$ cat config.mk
export PLATFORM = sky130hd
export DESIGN_NAME = tile_to_raster_address_gen_flat
export DESIGN_NICKNAME = d
export VERILOG_FILES = /design/src/rtl/core/ttr_pkg.sv /design/src/rtl/core/ttr_in_if.sv /design/src/rtl/core/ttr_out_if.sv /design/src/rtl/core/tile_to_raster_address_gen.sv /design/src/rtl/core/ttr_cfg.sv /design/src/rtl/core/ttr_front.sv /design/src/rtl/core/ttr_queue.sv /design/src/rtl/core/ttr_back.sv /design/src/flat_wrapper.sv
export VERILOG_INCLUDE_DIRS = /design/src /design/src/rtl/core
export SDC_FILE = /design/constraint.sdc
export NUM_CORES = 1
export LEC_CHECK = 0
export BUFFER_PORTS_ARGS = -buffer_cell sky130_fd_sc_hd__buf_4
export CAP_MARGIN = 20
export CORE_MARGIN = 2
export CORE_UTILIZATION = 44
export CTS_BUF_LIST = sky130_fd_sc_hd__clkbuf_2 sky130_fd_sc_hd__clkbuf_4 sky130_fd_sc_hd__clkbuf_8
export DETAILED_ROUTE_END_ITERATION = 8
export SKIP_CTS_REPAIR_TIMING = 1
export SLEW_MARGIN = 10
export SYNTH_ARGS = -nofsm -noshare
export SYNTH_HDL_FRONTEND = slang
export SYNTH_SLANG_ARGS = --single-unit
$ cat constraint.sdc
create_clock -name clk -period 7.3 [get_ports clk]
set_input_delay 0.73 -clock clk [delete_from_list [all_inputs] [get_ports clk]]
set_output_delay 0.73 -clock clk [all_outputs]
set_load 0.005 [all_outputs]
$ cat src/rtl/core/tile_to_raster_address_gen_macros.svh
// Assertion macros used by the front end of the tiled-to-raster address generator.
`ifndef TILE_TO_RASTER_ADDRESS_GEN_MACROS_SVH
`define TILE_TO_RASTER_ADDRESS_GEN_MACROS_SVH

// Same-cycle implication, disabled while reset is asserted.
`define TTR_ASSERT_IMPL(label, clk, rst_n, ante, cons) \
  label: assert property (@(posedge clk) disable iff (!rst_n) (ante) |-> (cons)) \
    else $error("ttr: same-cycle check failed");

// Next-cycle implication, disabled while reset is asserted.
`define TTR_ASSERT_NEXT(label, clk, rst_n, ante, cons) \
  label: assert property (@(posedge clk) disable iff (!rst_n) (ante) |=> (cons)) \
    else $error("ttr: next-cycle check failed");

`endif

$ cat src/rtl/core/ttr_pkg.sv
// Package with widths, register indexes, types and helpers of the address generator.
package ttr_pkg;

  localparam int MAX_WIDTH  = 4096;
  localparam int MAX_HEIGHT = 4096;
  localparam int MAX_TILE   = 64;

  localparam int PIX_W    = 32;
  localparam int DIM_W    = 13;
  localparam int TILE_W   = 7;
  localparam int INTILE_W = 6;
  localparam int POS_W    = 12;
  localparam int COORD_W  = 13;
  localparam int ADDR_W   = 24;
  localparam int PROD_W   = 2 * DIM_W;
  localparam int CFG_IDX_W  = 2;
  localparam int CFG_DATA_W = 13;
  localparam int STEP_W     = 4;

  localparam logic [DIM_W-1:0]  MAX_WIDTH_V  = DIM_W'(MAX_WIDTH);
  localparam logic [DIM_W-1:0]  MAX_HEIGHT_V = DIM_W'(MAX_HEIGHT);
  localparam logic [TILE_W-1:0] MAX_TILE_V   = TILE_W'(MAX_TILE);
  localparam logic [STEP_W-1:0] LAST_STEP    = STEP_W'(DIM_W - 1);

  localparam logic [CFG_IDX_W-1:0] REG_IMAGE_WIDTH  = 2'd0;
  localparam logic [CFG_IDX_W-1:0] REG_IMAGE_HEIGHT = 2'd1;
  localparam logic [CFG_IDX_W-1:0] REG_TILE_WIDTH   = 2'd2;
  localparam logic [CFG_IDX_W-1:0] REG_TILE_HEIGHT  = 2'd3;

  // Effective configuration as seen by the datapath.
  typedef struct packed {
    logic [DIM_W-1:0]  w;
    logic [DIM_W-1:0]  h;
    logic [TILE_W-1:0] tw;
    logic [TILE_W-1:0] th;
    logic              err;
    logic              busy;
  } cfg_t;

  // One classified pixel waiting for address generation.
  typedef struct packed {
    logic [PIX_W-1:0]   pixel;
    logic [COORD_W-1:0] x;
    logic [COORD_W-1:0] y;
    logic               frame_last;
    logic               layout_error;
  } entry_t;

  typedef struct packed {
    logic full;
    logic empty;
  } q_stat_t;

  function automatic logic [DIM_W-1:0] clamp_dim(input logic [DIM_W-1:0] v,
                                                 input logic [DIM_W-1:0] maxv);
    logic [DIM_W-1:0] r;
    r = v;
    if (v == '0) begin
      r = DIM_W'(1);
    end else if (v > maxv) begin
      r = maxv;
    end
    return r;
  endfunction

  function automatic logic [TILE_W-1:0] clamp_tile(input logic [TILE_W-1:0] v);
    logic [TILE_W-1:0] r;
    r = v;
    if (v == '0) begin
      r = TILE_W'(1);
    end else if (v > MAX_TILE_V) begin
      r = MAX_TILE_V;
    end
    return r;
  endfunction

endpackage

$ cat src/rtl/core/ttr_in_if.sv
// Input channel interface carrying tiled-order pixels.
interface ttr_in_if;
  logic                      valid;
  logic                      ready;
  logic [ttr_pkg::PIX_W-1:0] pixel_in;

  modport source (output valid, output pixel_in, input ready);
  modport sink   (input valid, input pixel_in, output ready);
endinterface

$ cat src/rtl/core/ttr_out_if.sv
// Result channel interface carrying pixels with their raster destination.
interface ttr_out_if;
  logic                       valid;
  logic                       ready;
  logic [ttr_pkg::PIX_W-1:0]  pixel_out;
  logic [ttr_pkg::POS_W-1:0]  dest_x;
  logic [ttr_pkg::POS_W-1:0]  dest_y;
  logic [ttr_pkg::ADDR_W-1:0] dest_address;
  logic                       frame_last;
  logic                       layout_error;

  modport source (output valid, output pixel_out, output dest_x, output dest_y,
                  output dest_address, output frame_last, output layout_error,
                  input ready);
  modport sink   (input valid, input pixel_out, input dest_x, input dest_y,
                  input dest_address, input frame_last, input layout_error,
                  output ready);
endinterface

$ cat src/rtl/core/tile_to_raster_address_gen.sv
// Tiled-to-raster address generator: one pixel per cycle sustained while the output is ready
// and no configuration check runs, through a front end, a two-entry queue and an address
// stage with an output register. An accepted pixel is registered in the queue and then in
// the output register before it is valid. After any configuration write the input stalls
// while the 13-step serial remainder unit checks that the tile size divides the image size.
// Reset (synchronous, active low) restores 256 x 1 image, 1 x 1 tiles and zeroes the counters.
module tile_to_raster_address_gen (
  input  logic                            clk,
  input  logic                            rst_n,
  ttr_in_if.sink                          in_chan,
  ttr_out_if.source                       out_chan,
  input  logic                            cfg_we,
  input  logic [ttr_pkg::CFG_IDX_W-1:0]   cfg_index,
  input  logic [ttr_pkg::CFG_DATA_W-1:0]  cfg_wdata
);

  ttr_pkg::cfg_t    cfg;
  ttr_pkg::q_stat_t q_stat;
  ttr_pkg::entry_t  push_entry, head;
  logic             push, pop;

  ttr_cfg u_cfg (
    .clk       (clk),
    .rst_n     (rst_n),
    .cfg_we    (cfg_we),
    .cfg_index (cfg_index),
    .cfg_wdata (cfg_wdata),
    .cfg       (cfg)
  );

  ttr_front u_front (
    .clk        (clk),
    .rst_n      (rst_n),
    .in_chan    (in_chan),
    .cfg        (cfg),
    .q_stat     (q_stat),
    .push       (push),
    .push_entry (push_entry)
  );

  ttr_queue u_queue (
    .clk        (clk),
    .rst_n      (rst_n),
    .push       (push),
    .push_entry (push_entry),
    .pop        (pop),
    .head       (head),
    .q_stat     (q_stat)
  );

  ttr_back u_back (
    .clk      (clk),
    .rst_n    (rst_n),
    .head     (head),
    .q_stat   (q_stat),
    .width    (cfg.w),
    .pop      (pop),
    .out_chan (out_chan)
  );

endmodule

$ cat src/rtl/core/ttr_cfg.sv
// Configuration registers, range clamping and the serial tile divisibility check.
module ttr_cfg (
  input  logic                             clk,
  input  logic                             rst_n,
  input  logic                             cfg_we,
  input  logic [ttr_pkg::CFG_IDX_W-1:0]    cfg_index,
  input  logic [ttr_pkg::CFG_DATA_W-1:0]   cfg_wdata,
  output ttr_pkg::cfg_t                    cfg
);

  logic [ttr_pkg::DIM_W-1:0]  iw_r, ih_r;
  logic [ttr_pkg::TILE_W-1:0] tw_r, th_r;
  logic [ttr_pkg::DIM_W-1:0]  w_c, h_c;
  logic [ttr_pkg::TILE_W-1:0] tw_c, th_c;

  logic                       busy_r, busy_nxt;
  logic                       load_r, load_nxt;
  logic                       err_r, err_nxt;
  logic [ttr_pkg::STEP_W-1:0] step_r, step_nxt;
  logic [ttr_pkg::DIM_W-1:0]  shw_r, shw_nxt, shh_r, shh_nxt;
  logic [ttr_pkg::TILE_W-1:0] remw_r, remw_nxt, remh_r, remh_nxt;
  logic [ttr_pkg::TILE_W-1:0] remw_sh, remh_sh;

  always_ff @(posedge clk) begin
    if (!rst_n) begin
      iw_r <= ttr_pkg::DIM_W'(256);
      ih_r <= ttr_pkg::DIM_W'(1);
      tw_r <= ttr_pkg::TILE_W'(1);
      th_r <= ttr_pkg::TILE_W'(1);
    end else if (cfg_we) begin
      case (cfg_index)
        ttr_pkg::REG_IMAGE_WIDTH:  iw_r <= cfg_wdata;
        ttr_pkg::REG_IMAGE_HEIGHT: ih_r <= cfg_wdata;
        ttr_pkg::REG_TILE_WIDTH:   tw_r <= cfg_wdata[ttr_pkg::TILE_W-1:0];
        ttr_pkg::REG_TILE_HEIGHT:  th_r <= cfg_wdata[ttr_pkg::TILE_W-1:0];
        default: begin
        end
      endcase
    end
  end

  assign w_c  = ttr_pkg::clamp_dim(iw_r, ttr_pkg::MAX_WIDTH_V);
  assign h_c  = ttr_pkg::clamp_dim(ih_r, ttr_pkg::MAX_HEIGHT_V);
  assign tw_c = ttr_pkg::clamp_tile(tw_r);
  assign th_c = ttr_pkg::clamp_tile(th_r);

  // Restoring remainder, one dividend bit per cycle for width and height together.
  assign remw_sh = {remw_r[ttr_pkg::TILE_W-2:0], shw_r[ttr_pkg::DIM_W-1]};
  assign remh_sh = {remh_r[ttr_pkg::TILE_W-2:0], shh_r[ttr_pkg::DIM_W-1]};

  always_comb begin
    busy_nxt = busy_r;
    load_nxt = 1'b0;
    err_nxt  = err_r;
    step_nxt = step_r;
    shw_nxt  = shw_r;
    shh_nxt  = shh_r;
    remw_nxt = remw_r;
    remh_nxt = remh_r;
    if (cfg_we) begin
      busy_nxt = 1'b1;
      load_nxt = 1'b1;
    end else if (load_r) begin
      shw_nxt  = w_c;
      shh_nxt  = h_c;
      remw_nxt = '0;
      remh_nxt = '0;
      step_nxt = '0;
    end else if (busy_r) begin
      remw_nxt = (remw_sh >= tw_c) ? remw_sh - tw_c : remw_sh;
      remh_nxt = (remh_sh >= th_c) ? remh_sh - th_c : remh_sh;
      shw_nxt  = {shw_r[ttr_pkg::DIM_W-2:0], 1'b0};
      shh_nxt  = {shh_r[ttr_pkg::DIM_W-2:0], 1'b0};
      step_nxt = step_r + 1'b1;
      if (step_r == ttr_pkg::LAST_STEP) begin
        busy_nxt = 1'b0;
        err_nxt  = (remw_nxt != '0) || (remh_nxt != '0);
      end
    end
  end

  always_ff @(posedge clk) begin
    if (!rst_n) begin
      busy_r <= 1'b0;
      load_r <= 1'b0;
      err_r  <= 1'b0;
      step_r <= '0;
    end else begin
      busy_r <= busy_nxt;
      load_r <= load_nxt;
      err_r  <= err_nxt;
      step_r <= step_nxt;
    end
  end

  always_ff @(posedge clk) begin
    shw_r  <= shw_nxt;
    shh_r  <= shh_nxt;
    remw_r <= remw_nxt;
    remh_r <= remh_nxt;
  end

  assign cfg.w    = w_c;
  assign cfg.h    = h_c;
  assign cfg.tw   = tw_c;
  assign cfg.th   = th_c;
  assign cfg.err  = err_r;
  assign cfg.busy = busy_r;

endmodule

$ cat src/rtl/core/ttr_front.sv
// Front end: accepts pixels, walks the tile counters and classifies each pixel.
`include "tile_to_raster_address_gen_macros.svh"

module ttr_front (
  input  logic                 clk,
  input  logic                 rst_n,
  ttr_in_if.sink               in_chan,
  input  ttr_pkg::cfg_t        cfg,
  input  ttr_pkg::q_stat_t     q_stat,
  output logic                 push,
  output ttr_pkg::entry_t      push_entry
);

  logic [ttr_pkg::INTILE_W-1:0] col_r, col_nxt, row_r, row_nxt;
  logic [ttr_pkg::POS_W-1:0]    tlx_r, tlx_nxt, sty_r, sty_nxt;
  logic [ttr_pkg::COORD_W-1:0]  x_c, y_c;
  logic [ttr_pkg::COORD_W-1:0]  tile_end, strip_end;
  logic [ttr_pkg::TILE_W-1:0]   col_inc, row_inc;
  logic                         end_col, end_row, end_tile, end_strip;
  logic                         accept, last_c;

  assign in_chan.ready = !cfg.busy && !q_stat.full;
  assign accept        = in_chan.valid && in_chan.ready;

  assign x_c = {1'b0, tlx_r} + ttr_pkg::COORD_W'(col_r);
  assign y_c = {1'b0, sty_r} + ttr_pkg::COORD_W'(row_r);

  assign col_inc   = {1'b0, col_r} + 1'b1;
  assign row_inc   = {1'b0, row_r} + 1'b1;
  assign tile_end  = {1'b0, tlx_r} + ttr_pkg::COORD_W'(cfg.tw);
  assign strip_end = {1'b0, sty_r} + ttr_pkg::COORD_W'(cfg.th);

  assign end_col   = col_inc >= cfg.tw;
  assign end_row   = row_inc >= cfg.th;
  assign end_tile  = tile_end >= cfg.w;
  assign end_strip = strip_end >= cfg.h;
  assign last_c    = end_col && end_row && end_tile && end_strip;

  // A layout error zeroes the coordinates and leaves the counters where they are.
  always_comb begin
    push_entry.pixel        = in_chan.pixel_in;
    push_entry.x            = cfg.err ? '0 : x_c;
    push_entry.y            = cfg.err ? '0 : y_c;
    push_entry.frame_last   = !cfg.err && last_c;
    push_entry.layout_error = cfg.err;
  end

  assign push = accept;

  always_comb begin
    col_nxt = col_r;
    row_nxt = row_r;
    tlx_nxt = tlx_r;
    sty_nxt = sty_r;
    if (accept && !cfg.err) begin
      if (!end_col) begin
        col_nxt = col_inc[ttr_pkg::INTILE_W-1:0];
      end else begin
        col_nxt = '0;
        if (!end_row) begin
          row_nxt = row_inc[ttr_pkg::INTILE_W-1:0];
        end else begin
          row_nxt = '0;
          if (!end_tile) begin
            tlx_nxt = tile_end[ttr_pkg::POS_W-1:0];
          end else begin
            tlx_nxt = '0;
            sty_nxt = end_strip ? '0 : strip_end[ttr_pkg::POS_W-1:0];
          end
        end
      end
    end
  end

  always_ff @(posedge clk) begin
    if (!rst_n) begin
      col_r <= '0;
      row_r <= '0;
      tlx_r <= '0;
      sty_r <= '0;
    end else begin
      col_r <= col_nxt;
      row_r <= row_nxt;
      tlx_r <= tlx_nxt;
      sty_r <= sty_nxt;
    end
  end

  `TTR_ASSERT_NEXT(a_hold_on_error, clk, rst_n, accept && cfg.err, $stable(col_r) && $stable(row_r) && $stable(tlx_r) && $stable(sty_r))
  `TTR_ASSERT_NEXT(a_wrap_after_last, clk, rst_n, accept && push_entry.frame_last, col_r == '0 && row_r == '0 && tlx_r == '0 && sty_r == '0)
  `TTR_ASSERT_NEXT(a_next_tile, clk, rst_n, accept && !cfg.err && end_col && end_row && !end_tile, tlx_r == ttr_pkg::POS_W'($past(tlx_r) + $past(cfg.tw)) && col_r == '0)

endmodule

$ cat src/rtl/core/ttr_queue.sv
// Two-entry queue between the classifying front end and the address back end.
module ttr_queue (
  input  logic                 clk,
  input  logic                 rst_n,
  input  logic                 push,
  input  ttr_pkg::entry_t      push_entry,
  input  logic                 pop,
  output ttr_pkg::entry_t      head,
  output ttr_pkg::q_stat_t     q_stat
);

  ttr_pkg::entry_t mem_r [2];
  logic            wp_r, rp_r;
  logic [1:0]      cnt_r, cnt_nxt;
  logic            do_push, do_pop;

  assign do_push = push && (cnt_r != 2'd2);
  assign do_pop  = pop && (cnt_r != 2'd0);

  always_comb begin
    cnt_nxt = cnt_r;
    if (do_push && !do_pop) begin
      cnt_nxt = cnt_r + 1'b1;
    end else if (do_pop && !do_push) begin
      cnt_nxt = cnt_r - 1'b1;
    end
  end

  always_ff @(posedge clk) begin
    if (!rst_n) begin
      wp_r  <= 1'b0;
      rp_r  <= 1'b0;
      cnt_r <= 2'd0;
    end else begin
      cnt_r <= cnt_nxt;
      if (do_push) begin
        wp_r <= !wp_r;
      end
      if (do_pop) begin
        rp_r <= !rp_r;
      end
    end
  end

  always_ff @(posedge clk) begin
    if (do_push) begin
      mem_r[wp_r] <= push_entry;
    end
  end

  assign head         = mem_r[rp_r];
  assign q_stat.full  = cnt_r == 2'd2;
  assign q_stat.empty = cnt_r == 2'd0;

endmodule

$ cat src/rtl/core/ttr_back.sv
// Back end: forms the linear address and holds the result in the output register.
module ttr_back (
  input  logic                       clk,
  input  logic                       rst_n,
  input  ttr_pkg::entry_t            head,
  input  ttr_pkg::q_stat_t           q_stat,
  input  logic [ttr_pkg::DIM_W-1:0]  width,
  output logic                       pop,
  ttr_out_if.source                  out_chan
);

  logic                        valid_r;
  logic [ttr_pkg::PIX_W-1:0]   pixel_r;
  logic [ttr_pkg::POS_W-1:0]   x_r, y_r;
  logic [ttr_pkg::ADDR_W-1:0]  addr_r;
  logic                        last_r, err_r;
  logic [ttr_pkg::PROD_W-1:0]  prod_c, sum_c;

  assign prod_c = head.y * width;
  assign sum_c  = prod_c + ttr_pkg::PROD_W'(head.x);

  assign pop = !q_stat.empty && (!valid_r || out_chan.ready);

  always_ff @(posedge clk) begin
    if (!rst_n) begin
      valid_r <= 1'b0;
    end else if (pop) begin
      valid_r <= 1'b1;
    end else if (out_chan.ready) begin
      valid_r <= 1'b0;
    end
  end

  always_ff @(posedge clk) begin
    if (pop) begin
      pixel_r <= head.pixel;
      x_r     <= head.x[ttr_pkg::POS_W-1:0];
      y_r     <= head.y[ttr_pkg::POS_W-1:0];
      addr_r  <= sum_c[ttr_pkg::ADDR_W-1:0];
      last_r  <= head.frame_last;
      err_r   <= head.layout_error;
    end
  end

  assign out_chan.valid        = valid_r;
  assign out_chan.pixel_out    = pixel_r;
  assign out_chan.dest_x       = x_r;
  assign out_chan.dest_y       = y_r;
  assign out_chan.dest_address = addr_r;
  assign out_chan.frame_last   = last_r;
  assign out_chan.layout_error = err_r;

endmodule

$ cat src/flat_wrapper.sv
// flat-port wrapper written by rule: the top's interface ports become plain ports
module tile_to_raster_address_gen_flat 
  (clk, rst_n, cfg_we, cfg_index, cfg_wdata, in_chan_valid, in_chan_pixel_in, in_chan_ready, out_chan_valid, out_chan_pixel_out, out_chan_dest_x, out_chan_dest_y, out_chan_dest_address, out_chan_frame_last, out_chan_layout_error, out_chan_ready);
  ttr_in_if in_chan_i ();
  ttr_out_if out_chan_i ();
  input  logic clk;
  input  logic rst_n;
  input  logic cfg_we;
  input  logic [ttr_pkg::CFG_IDX_W-1:0] cfg_index;
  input  logic [ttr_pkg::CFG_DATA_W-1:0] cfg_wdata;
  input wire logic [$bits(in_chan_i.valid)-1:0] in_chan_valid;
  input wire logic [$bits(in_chan_i.pixel_in)-1:0] in_chan_pixel_in;
  output wire logic [$bits(in_chan_i.ready)-1:0] in_chan_ready;
  output wire logic [$bits(out_chan_i.valid)-1:0] out_chan_valid;
  output wire logic [$bits(out_chan_i.pixel_out)-1:0] out_chan_pixel_out;
  output wire logic [$bits(out_chan_i.dest_x)-1:0] out_chan_dest_x;
  output wire logic [$bits(out_chan_i.dest_y)-1:0] out_chan_dest_y;
  output wire logic [$bits(out_chan_i.dest_address)-1:0] out_chan_dest_address;
  output wire logic [$bits(out_chan_i.frame_last)-1:0] out_chan_frame_last;
  output wire logic [$bits(out_chan_i.layout_error)-1:0] out_chan_layout_error;
  input wire logic [$bits(out_chan_i.ready)-1:0] out_chan_ready;
  assign in_chan_i.valid = in_chan_valid;
  assign in_chan_i.pixel_in = in_chan_pixel_in;
  assign in_chan_ready = in_chan_i.ready;
  assign out_chan_valid = out_chan_i.valid;
  assign out_chan_pixel_out = out_chan_i.pixel_out;
  assign out_chan_dest_x = out_chan_i.dest_x;
  assign out_chan_dest_y = out_chan_i.dest_y;
  assign out_chan_dest_address = out_chan_i.dest_address;
  assign out_chan_frame_last = out_chan_i.frame_last;
  assign out_chan_layout_error = out_chan_i.layout_error;
  assign out_chan_i.ready = out_chan_ready;
  tile_to_raster_address_gen u_core (.clk(clk), .rst_n(rst_n), .in_chan(in_chan_i), .out_chan(out_chan_i), .cfg_we(cfg_we), .cfg_index(cfg_index), .cfg_wdata(cfg_wdata));
endmodule
==> impl_metrics.tcl, run 1 <==
set metrics [dict create \
    cp.arrival_ns 7.39 \
    dieHeight_um 221 \
    avgViaCountPerCell 5.24 \
    path_max_fanout 10 \
    worst-path-buf-inv 4 \
    p_per_area_nw_per_um2 278 \
    post-route-min-period_ns 6.99 \
    h-tree-depth 2 \
    place_congestion 0.900 \
    clockBufferDepth 3 \
    yosys_register_bits 329 \
    ys.flop_type "edfxtp_1" \
    crit_path_start_kind "flop" \
    r2r_start "u_core.u_cfg.iw_r[2]$_SDFFE_PN0P_" \
    hp-class "primary input to flop" \
    critical_path_class "flop to flop" \
    num_rows 79 \
    endpoint_kind "flop" \
    finalSetupViolCount 0 \
    fin_tns_setup_ns 0 \
    critPathMaxStageDelay_ns 0.79 \
    finClkSkew_ns 0.0165 \
    cts_buffers 57 \
    grt_pass1_wl_um 79300 \
    insertion_delay_ns 0.66 \
    grt_pass1_vias 14384 \
    synth.cell_area_sq_um 20700 \
    p_switching_w 0.00219 \
    rsz0062_at_grt "no" \
    start_util_pct 44.5 \
    crit_top_cell "fa_1" \
    crit_path_start "u_core.u_cfg.iw_r[2]$_SDFFE_PN0P_" \
    swShare_pct 33.2 \
    antenna_found_initial 0 \
    comb_power_share_pct 33.6 \
    status "completed" \
    worstPathRequired_ns 7.70 \
    ir_drop_v 0.000165 \
    first_pass_iters 8 \
    cp_top_family "adder cells" \
    final_net_count 2431 \
    cts-root-buf "clkbuf_8" \
    cts_tree "done" \
    netlist_instances 1907 \
    pin_count 136 \
    dr.first_iter.drc_count 1008 \
    slowest_stage "nor2_1" \
    final_area_sq_um 23700 \
    final_layout_size_suffix_gt1_share_pct 16.0 \
    clk_pin_slew_worst_paths_ns 0.07 \
    dieArea_sq_um 48800 \
    intPower_w 0.00441 \
    syn-mean-instance-area_sq_um 10.8 \
    fin_crit_sh_pct 95.7 \
    place_hpwl_um 36700 \
    post_dp_cell_area_sq_um 22500 \
    fp.dieW_um 221 \
    cap_viol_max_count 0 \
    ant_nets 0 \
    grt-ovfl-total 0 \
    grt_max_degree 71 \
    core_sq_um 46500 \
    antenna_cells 0 \
    synth-edff-count 240 \
    yosysSeqAreaShare_pct 43.4 \
    fin_ws_ns 0.313 \
    drc 0 \
    p_clk_share_pct 26.8 \
    synthArstFlopShare_pct 0 \
    hold_violations 0 \
    portBuffers 135 \
    pre_cts_ws_ns 0.352 \
    holdCritStartpoint "in_chan_pixel_in[21]" \
    max_slew_margin_pct 30.1 \
    wire_per_inst_um 18.3 \
    drv_slew 0 \
    path_cells "nor4_1, a31oi_1, buf_4, nor2_1, nand2_1, fa_1, inv_1, fa_1, fa_1, fa_1, inv_1, fa_1, inv_1, ha_1, and3_1, o211ai_1, a211oi_1, o21ai_0, a311oi_1, o21a_1, nor2_1, xnor2_1" \
    seqPwrFrac_pct 39.7 \
    synth_cell_type_count 67 \
    worst_slew_pin_slew_ns 1.05 \
    vias 14327 \
    leakage_nw 10.4 \
    routed_wl_um 49900 \
    clock-sinks 329 \
    synthToLayoutAreaGrowth_pct 14.8 \
    grt_use_total_pct 20.4 \
    yosysWarnings 0 \
    final_common_cell "edfxtp_1" \
    syn-num-nets 2258 \
    final_cell_mix "edfxtp_1 (240), nand2_1 (207), nor2_1 (202)" \
    clock.fmax_ghz 0.143 \
]
[synthesized netlist by cell type, drive strengths merged, types with 7 or more instances]
library cell | number | share of area [%]
edfxtp | 240 | 35
nand2 | 209 | 3.9
nor2 | 205 | 3.7
inv | 203 | 3.7
ha | 164 | 9.9
fa | 135 | 13
a21oi | 92 | 2.3
dfxtp | 89 | 8.6
o21ai | 54 | 1.3
mux2 | 53 | 2.9
clkbuf | 49 | 0.89
xnor2 | 45 | 1.9
mux2i | 43 | 2.1
xor2 | 40 | 1.7
nor2b | 34 | 1.0
a21o | 27 | 0.98
nor3 | 27 | 0.68
nand3 | 23 | 0.56
nand4 | 20 | 0.60
and3 | 11 | 0.33
buf | 10 | 0.26
o21a | 10 | 0.36
a31oi | 9 | 0.27
clkinv | 9 | 0.16
nand2b | 9 | 0.27
a211oi | 8 | 0.29
a22o | 8 | 0.34
nor4 | 8 | 0.24
o21bai | 8 | 0.29
or3 | 7 | 0.21
[final timing paths]
check                           cells past startpoint                                           endpoint  slack (ns)
worst max-delay path                               22  u_core.u_back.out_chan.dest_address[23]$_DFFE_PP_        0.31
worst min-delay path                                1              u_core.u_queue.mem_r[1][49]$_DFFE_PP_        0.26
worst max register to register                     22  u_core.u_back.out_chan.dest_address[23]$_DFFE_PP_        0.31
worst min register to register                      2                  u_core.u_cfg.iw_r[0]$_SDFFE_PN0P_        0.46
[power by group through the flow]
stage	sequential, W	clock, W	combinational, W
floorplan	0.00266	0	0.00135
global placement	0.00265	0	0.00221
detailed placement	0.00266	0	0.00222
CTS	0.00262	0.00182	0.00224
global route	0.00265	0.00191	0.00246
finish	0.00262	0.00177	0.00221
[routing by layer]
metal | up-vias | share of wire (%) | global-route usage (%)
li1 | 6863 | - | -
met1 | 6988 | 46 | 28.2
met2 | 396 | 46 | 33.4
met3 | 80 | 5.4 | 3.40
met4 | 0 | 2.1 | 5.52
met5 | - | 0 | 0
[state kept, by name, indices dropped and copies added (netlist names), 13 cells and up, named ones only]
| register | flops |
|---|---|
| u_core.u_cfg.iw_r | 13 |
| u_core.u_cfg.shh_r | 13 |
| u_core.u_queue.mem_r | 120 |
| u_core.u_cfg.shw_r | 13 |
| u_core.u_back.out_chan.dest_address | 24 |
| u_core.u_back.out_chan.pixel_out | 32 |
| u_core.u_cfg.ih_r | 13 |
[kinds of logic (layout without fill, tap and decap cells)]
kind of cell / after synthesis / after routing / share of synthesized area [%]
adder cells (fa/ha/maj): 299 / 299 / 23.0
buffers and inverters: 271 / 489 / 5.00
AND/OR/NAND/NOR: 578 / 578 / 12.4
XOR/XNOR: 85 / 85 / 3.60
AO/OA/AOI/OAI: 249 / 249 / 7.60
multiplexers: 96 / 96 / 4.97
flip-flops: 329 / 329 / 43.4
[per-stage QoR]
step	hold WS [ns]	cells	utilization, %	power, W
finish	0.262	2732	51.1	0.00660
global route	0.206	2732	51.1	0.00703
CTS	0.197	2731	51.1	0.00668
detailed placement	0.456	2627	48.5	0.00488
global placement	0.447	2627	48.5	0.00486
floorplan	0.436	1907	-	0.00401
[worst register-to-register path: stages (launching register included)]
cell      delay (ns)
dfxtp_1         0.37
nor4_1          0.30
a31oi_1         0.12
buf_4           0.18
nor2_1          0.79
nand2_1         0.21
fa_1            0.60
inv_1           0.06
fa_1            0.49
fa_1            0.51
fa_1            0.49
inv_1           0.05
fa_1            0.52
inv_1           0.04
ha_1            0.36
and3_1          0.19
o211ai_1        0.09
a211oi_1        0.35
o21ai_0         0.29
a311oi_1        0.40
o21a_1          0.16
nor2_1          0.05
xnor2_1         0.11
[layout make-up]
class                   instances  area (sq um)
fillers                      4165         22700
clock inverters                25           245
well taps                     607           759
repair buffers                173          1300
flip-flops and latches        329          8990
inverters                     212           796
clock buffers                  79           968
multi-input cells            1307         10700
(Power assumes the default switching activity.)
==> run 2: changes to the inputs <==
SYNTH_HIERARCHICAL = 1   (was not set)
==> impl_metrics.tcl, run 2 <==
set metrics [dict create \
    hp-class "primary input to flop" \
    grt_pass1_vias 15043 \
    worst-path-buf-inv 5 \
    netlist_top_cells_count "inv_1 (242), edfxtp_1 (240), nand2_1 (198)" \
    grt_pass1_wl_um 80100 \
    hold_violations 0 \
    dr.first_iter.drc_count 783 \
    multi_input_area_sq_um 11400 \
    synth_cell_type_count 77 \
    yosys_register_bits 329 \
    busiest_layer "met2" \
    portBuffers 135 \
    slowest_stage "fa_1" \
    syn-num-nets 2380 \
    ant_nets 0 \
    insertion_delay_ns 0.67 \
    path_cells "buf_4, mux2_2, and2_1, fa_1, inv_1, fa_1, inv_1, ha_1, ha_1, inv_1, fa_1, fa_1, inv_1, ha_1, and3_1, a221oi_2, o21ai_2, a21o_1, a211oi_1, a211oi_2" \
    clockBufferDepth 3 \
    use_met2_pct 32.8 \
    place_congestion 0.872 \
    final_net_count 2485 \
    synthToLayoutAreaGrowth_pct 12.6 \
    synth_top_family_by_area "adder cells" \
    use_met3_pct 3.27 \
    dp_cells 2737 \
    clock.fmax_ghz 0.156 \
    wire_per_inst_um 17.3 \
    fillers 4559 \
    finClkSkew_ns 0.0297 \
    num_rows 81 \
    worst_slew_pin_slew_ns 0.944 \
    cts_buffers 58 \
    routed_wl_um 49200 \
    ys.flop_type "edfxtp_1" \
    largest_reg_flops 120 \
    pin_count 136 \
    ir_drop_v 0.000150 \
    max_slew_margin_pct 37.0 \
    place_hpwl_um 36800 \
    critical_path_class "flop to flop" \
    synth_compound_area_share_pct 8.16 \
    clk_pin_slew_worst_paths_ns 0.07 \
    yosys.area_share.simple_pct 13.4 \
    synth.most_common_cell "inv_1" \
    path_max_fanout 24 \
    final_cells 2847 \
    met1_usage_pct 26.8 \
    status "completed" \
    final_layout_size_suffix_gt1_share_pct 16.5 \
    dieArea_sq_um 51500 \
    synthMuxAreaShare_pct 5.38 \
    max_flop_register "u_core/u_queue/mem_r" \
    critPathMaxStageDelay_ns 0.54 \
    synthArstFlopShare_pct 0 \
    regArea_sq_um 8990 \
    crit_path_start_kind "flop" \
    cp_top_family "adder cells" \
    synth_fa_ha_area_share_pct 21.7 \
    antenna_cells 0 \
    rsz0062_at_grt "no" \
    first_pass_iters 5 \
    synthTopCellsByArea "edfxtp_1 (33%), fa_1 (12%), ha_1 (9.4%), dfxtp_1 (8.1%), mux2_2 (4.4%)" \
    hold_slack_ns 0.241 \
    synth.cell_area_sq_um 21900 \
    cts_tree "done" \
    synth-xor-area-share_pct 3.48 \
    dieHeight_um 227 \
    grt_max_degree 79 \
    vias 14583 \
    post-route-min-period_ns 6.41 \
    core_sq_um 49100 \
    final_cell_mix "inv_1 (242), edfxtp_1 (240), nand2_1 (198)" \
    start_util_pct 44.6 \
    grt_use_total_pct 19.7 \
    fin_crit_sh_pct 87.9 \
    synth-edff-count 240 \
    finalSetupViolCount 0 \
    endpoint_kind "flop" \
    final_area_sq_um 24700 \
    drc 0 \
    synth_top_area_share_pct 32.9 \
    clock-sinks 329 \
    yosysSeqAreaShare_pct 41.1 \
    yosys.area.top_type "edfxtp_1" \
    h-tree-depth 2 \
    fp.dieW_um 227 \
    netlist_instances 2029 \
    cap_viol_max_count 0 \
    avgViaCountPerCell 5.12 \
    fin_tns_setup_ns 0 \
    post_dp_cell_area_sq_um 23300 \
    cts-root-buf "clkbuf_8" \
    grt-ovfl-total 0 \
    drv_slew 0 \
    yosysWarnings 6 \
    syn-mean-instance-area_sq_um 10.8 \
    p_per_area_nw_per_um2 291 \
    worstPathRequired_ns 7.69 \
    antenna_found_initial 1 \
    cp.arrival_ns 6.80 \
    leakage_nw 10.7 \
    final_common_cell "inv_1" \
]
run 2: cell types whose count changed after synthesis, sizes merged, moves of 18 or more:
cell,delta
a21boi,+24
mux2i,-21
nor2,-117
and2,+95
buf,+42
mux2,+32
o21ai,-18
inv,+40
run 2: layout make-up:
class                      count  area share (%)
tap                          664            3.37
multi-input combinational   1344            46.4
inverter                     243            3.70
timing repair buffer         158            4.81
clock inverter                37            1.55
clock buffer                  72            3.74
sequential                   329            36.5
run 2: per-stage QoR:
stage | utilization (%) | total power [W] | setup WS [ns]
final | 50.3 | 0.00718 | 0.887
after global routing | 50.3 | 0.00770 | 0.527
after detailed placement | 47.6 | 0.00534 | 0.844
after global placement | 47.6 | 0.00530 | 0.892
after CTS | 50.2 | 0.00730 | 0.829
after floorplan | - | 0.00445 | 1.19
run 2: worst paths after layout:
check / from / slack [ns] / cells after the start / end
hold / removal: in_chan_pixel_in[11] / 0.24 / 1 / u_core/u_queue/mem_r[1][39]$_DFFE_PP_
setup / recovery: flop / 0.89 / 20 / u_core/u_back/out_chan.dest_address[20]$_DFFE_PP_
setup reg to reg: flop / 0.89 / 20 / u_core/u_back/out_chan.dest_address[20]$_DFFE_PP_
hold reg to reg: u_core/u_cfg/iw_r[9]$_SDFFE_PN0P_ / 0.47 / 2 / u_core/u_cfg/iw_r[9]$_SDFFE_PN0P_
run 2: report_power, final:
group	leakage, nW	internal, W	switching, W
Combinational	7.03	0.00113	0.00147
Sequential	2.99	0.00255	0.000133
Clock	0.674	0.00109	0.000812
run 2: worst register-to-register path, delay by kind of cell (launching register included):
kind,cells,cell delay (ns)
adder cells (fa/ha/maj),7,2.97
AO/OA/AOI/OAI,5,1.21
buffers and inverters,5,0.59
multiplexers,1,0.50
flip-flops,1,0.48
AND/OR/NAND/NOR,2,0.41
run 2: per-layer routing:
layer / vias up / share of wire [%]
met2: 308 / 47
met5: - / 0.026
met3: 76 / 4.8
met1: 7122 / 46
met4: 2 / 2.1
li1: 7075 / -
run 2: logic make-up (layout without fill, tap and decap cells):
group                    Yosys count  after routing
AO/OA/AOI/OAI                    266            266
XOR/XNOR                          87             87
adder cells (fa/ha/maj)          299            299
buffers and inverters            356            510
flip-flops                       329            329
multiplexers                     107            107
AND/OR/NAND/NOR                  585            585
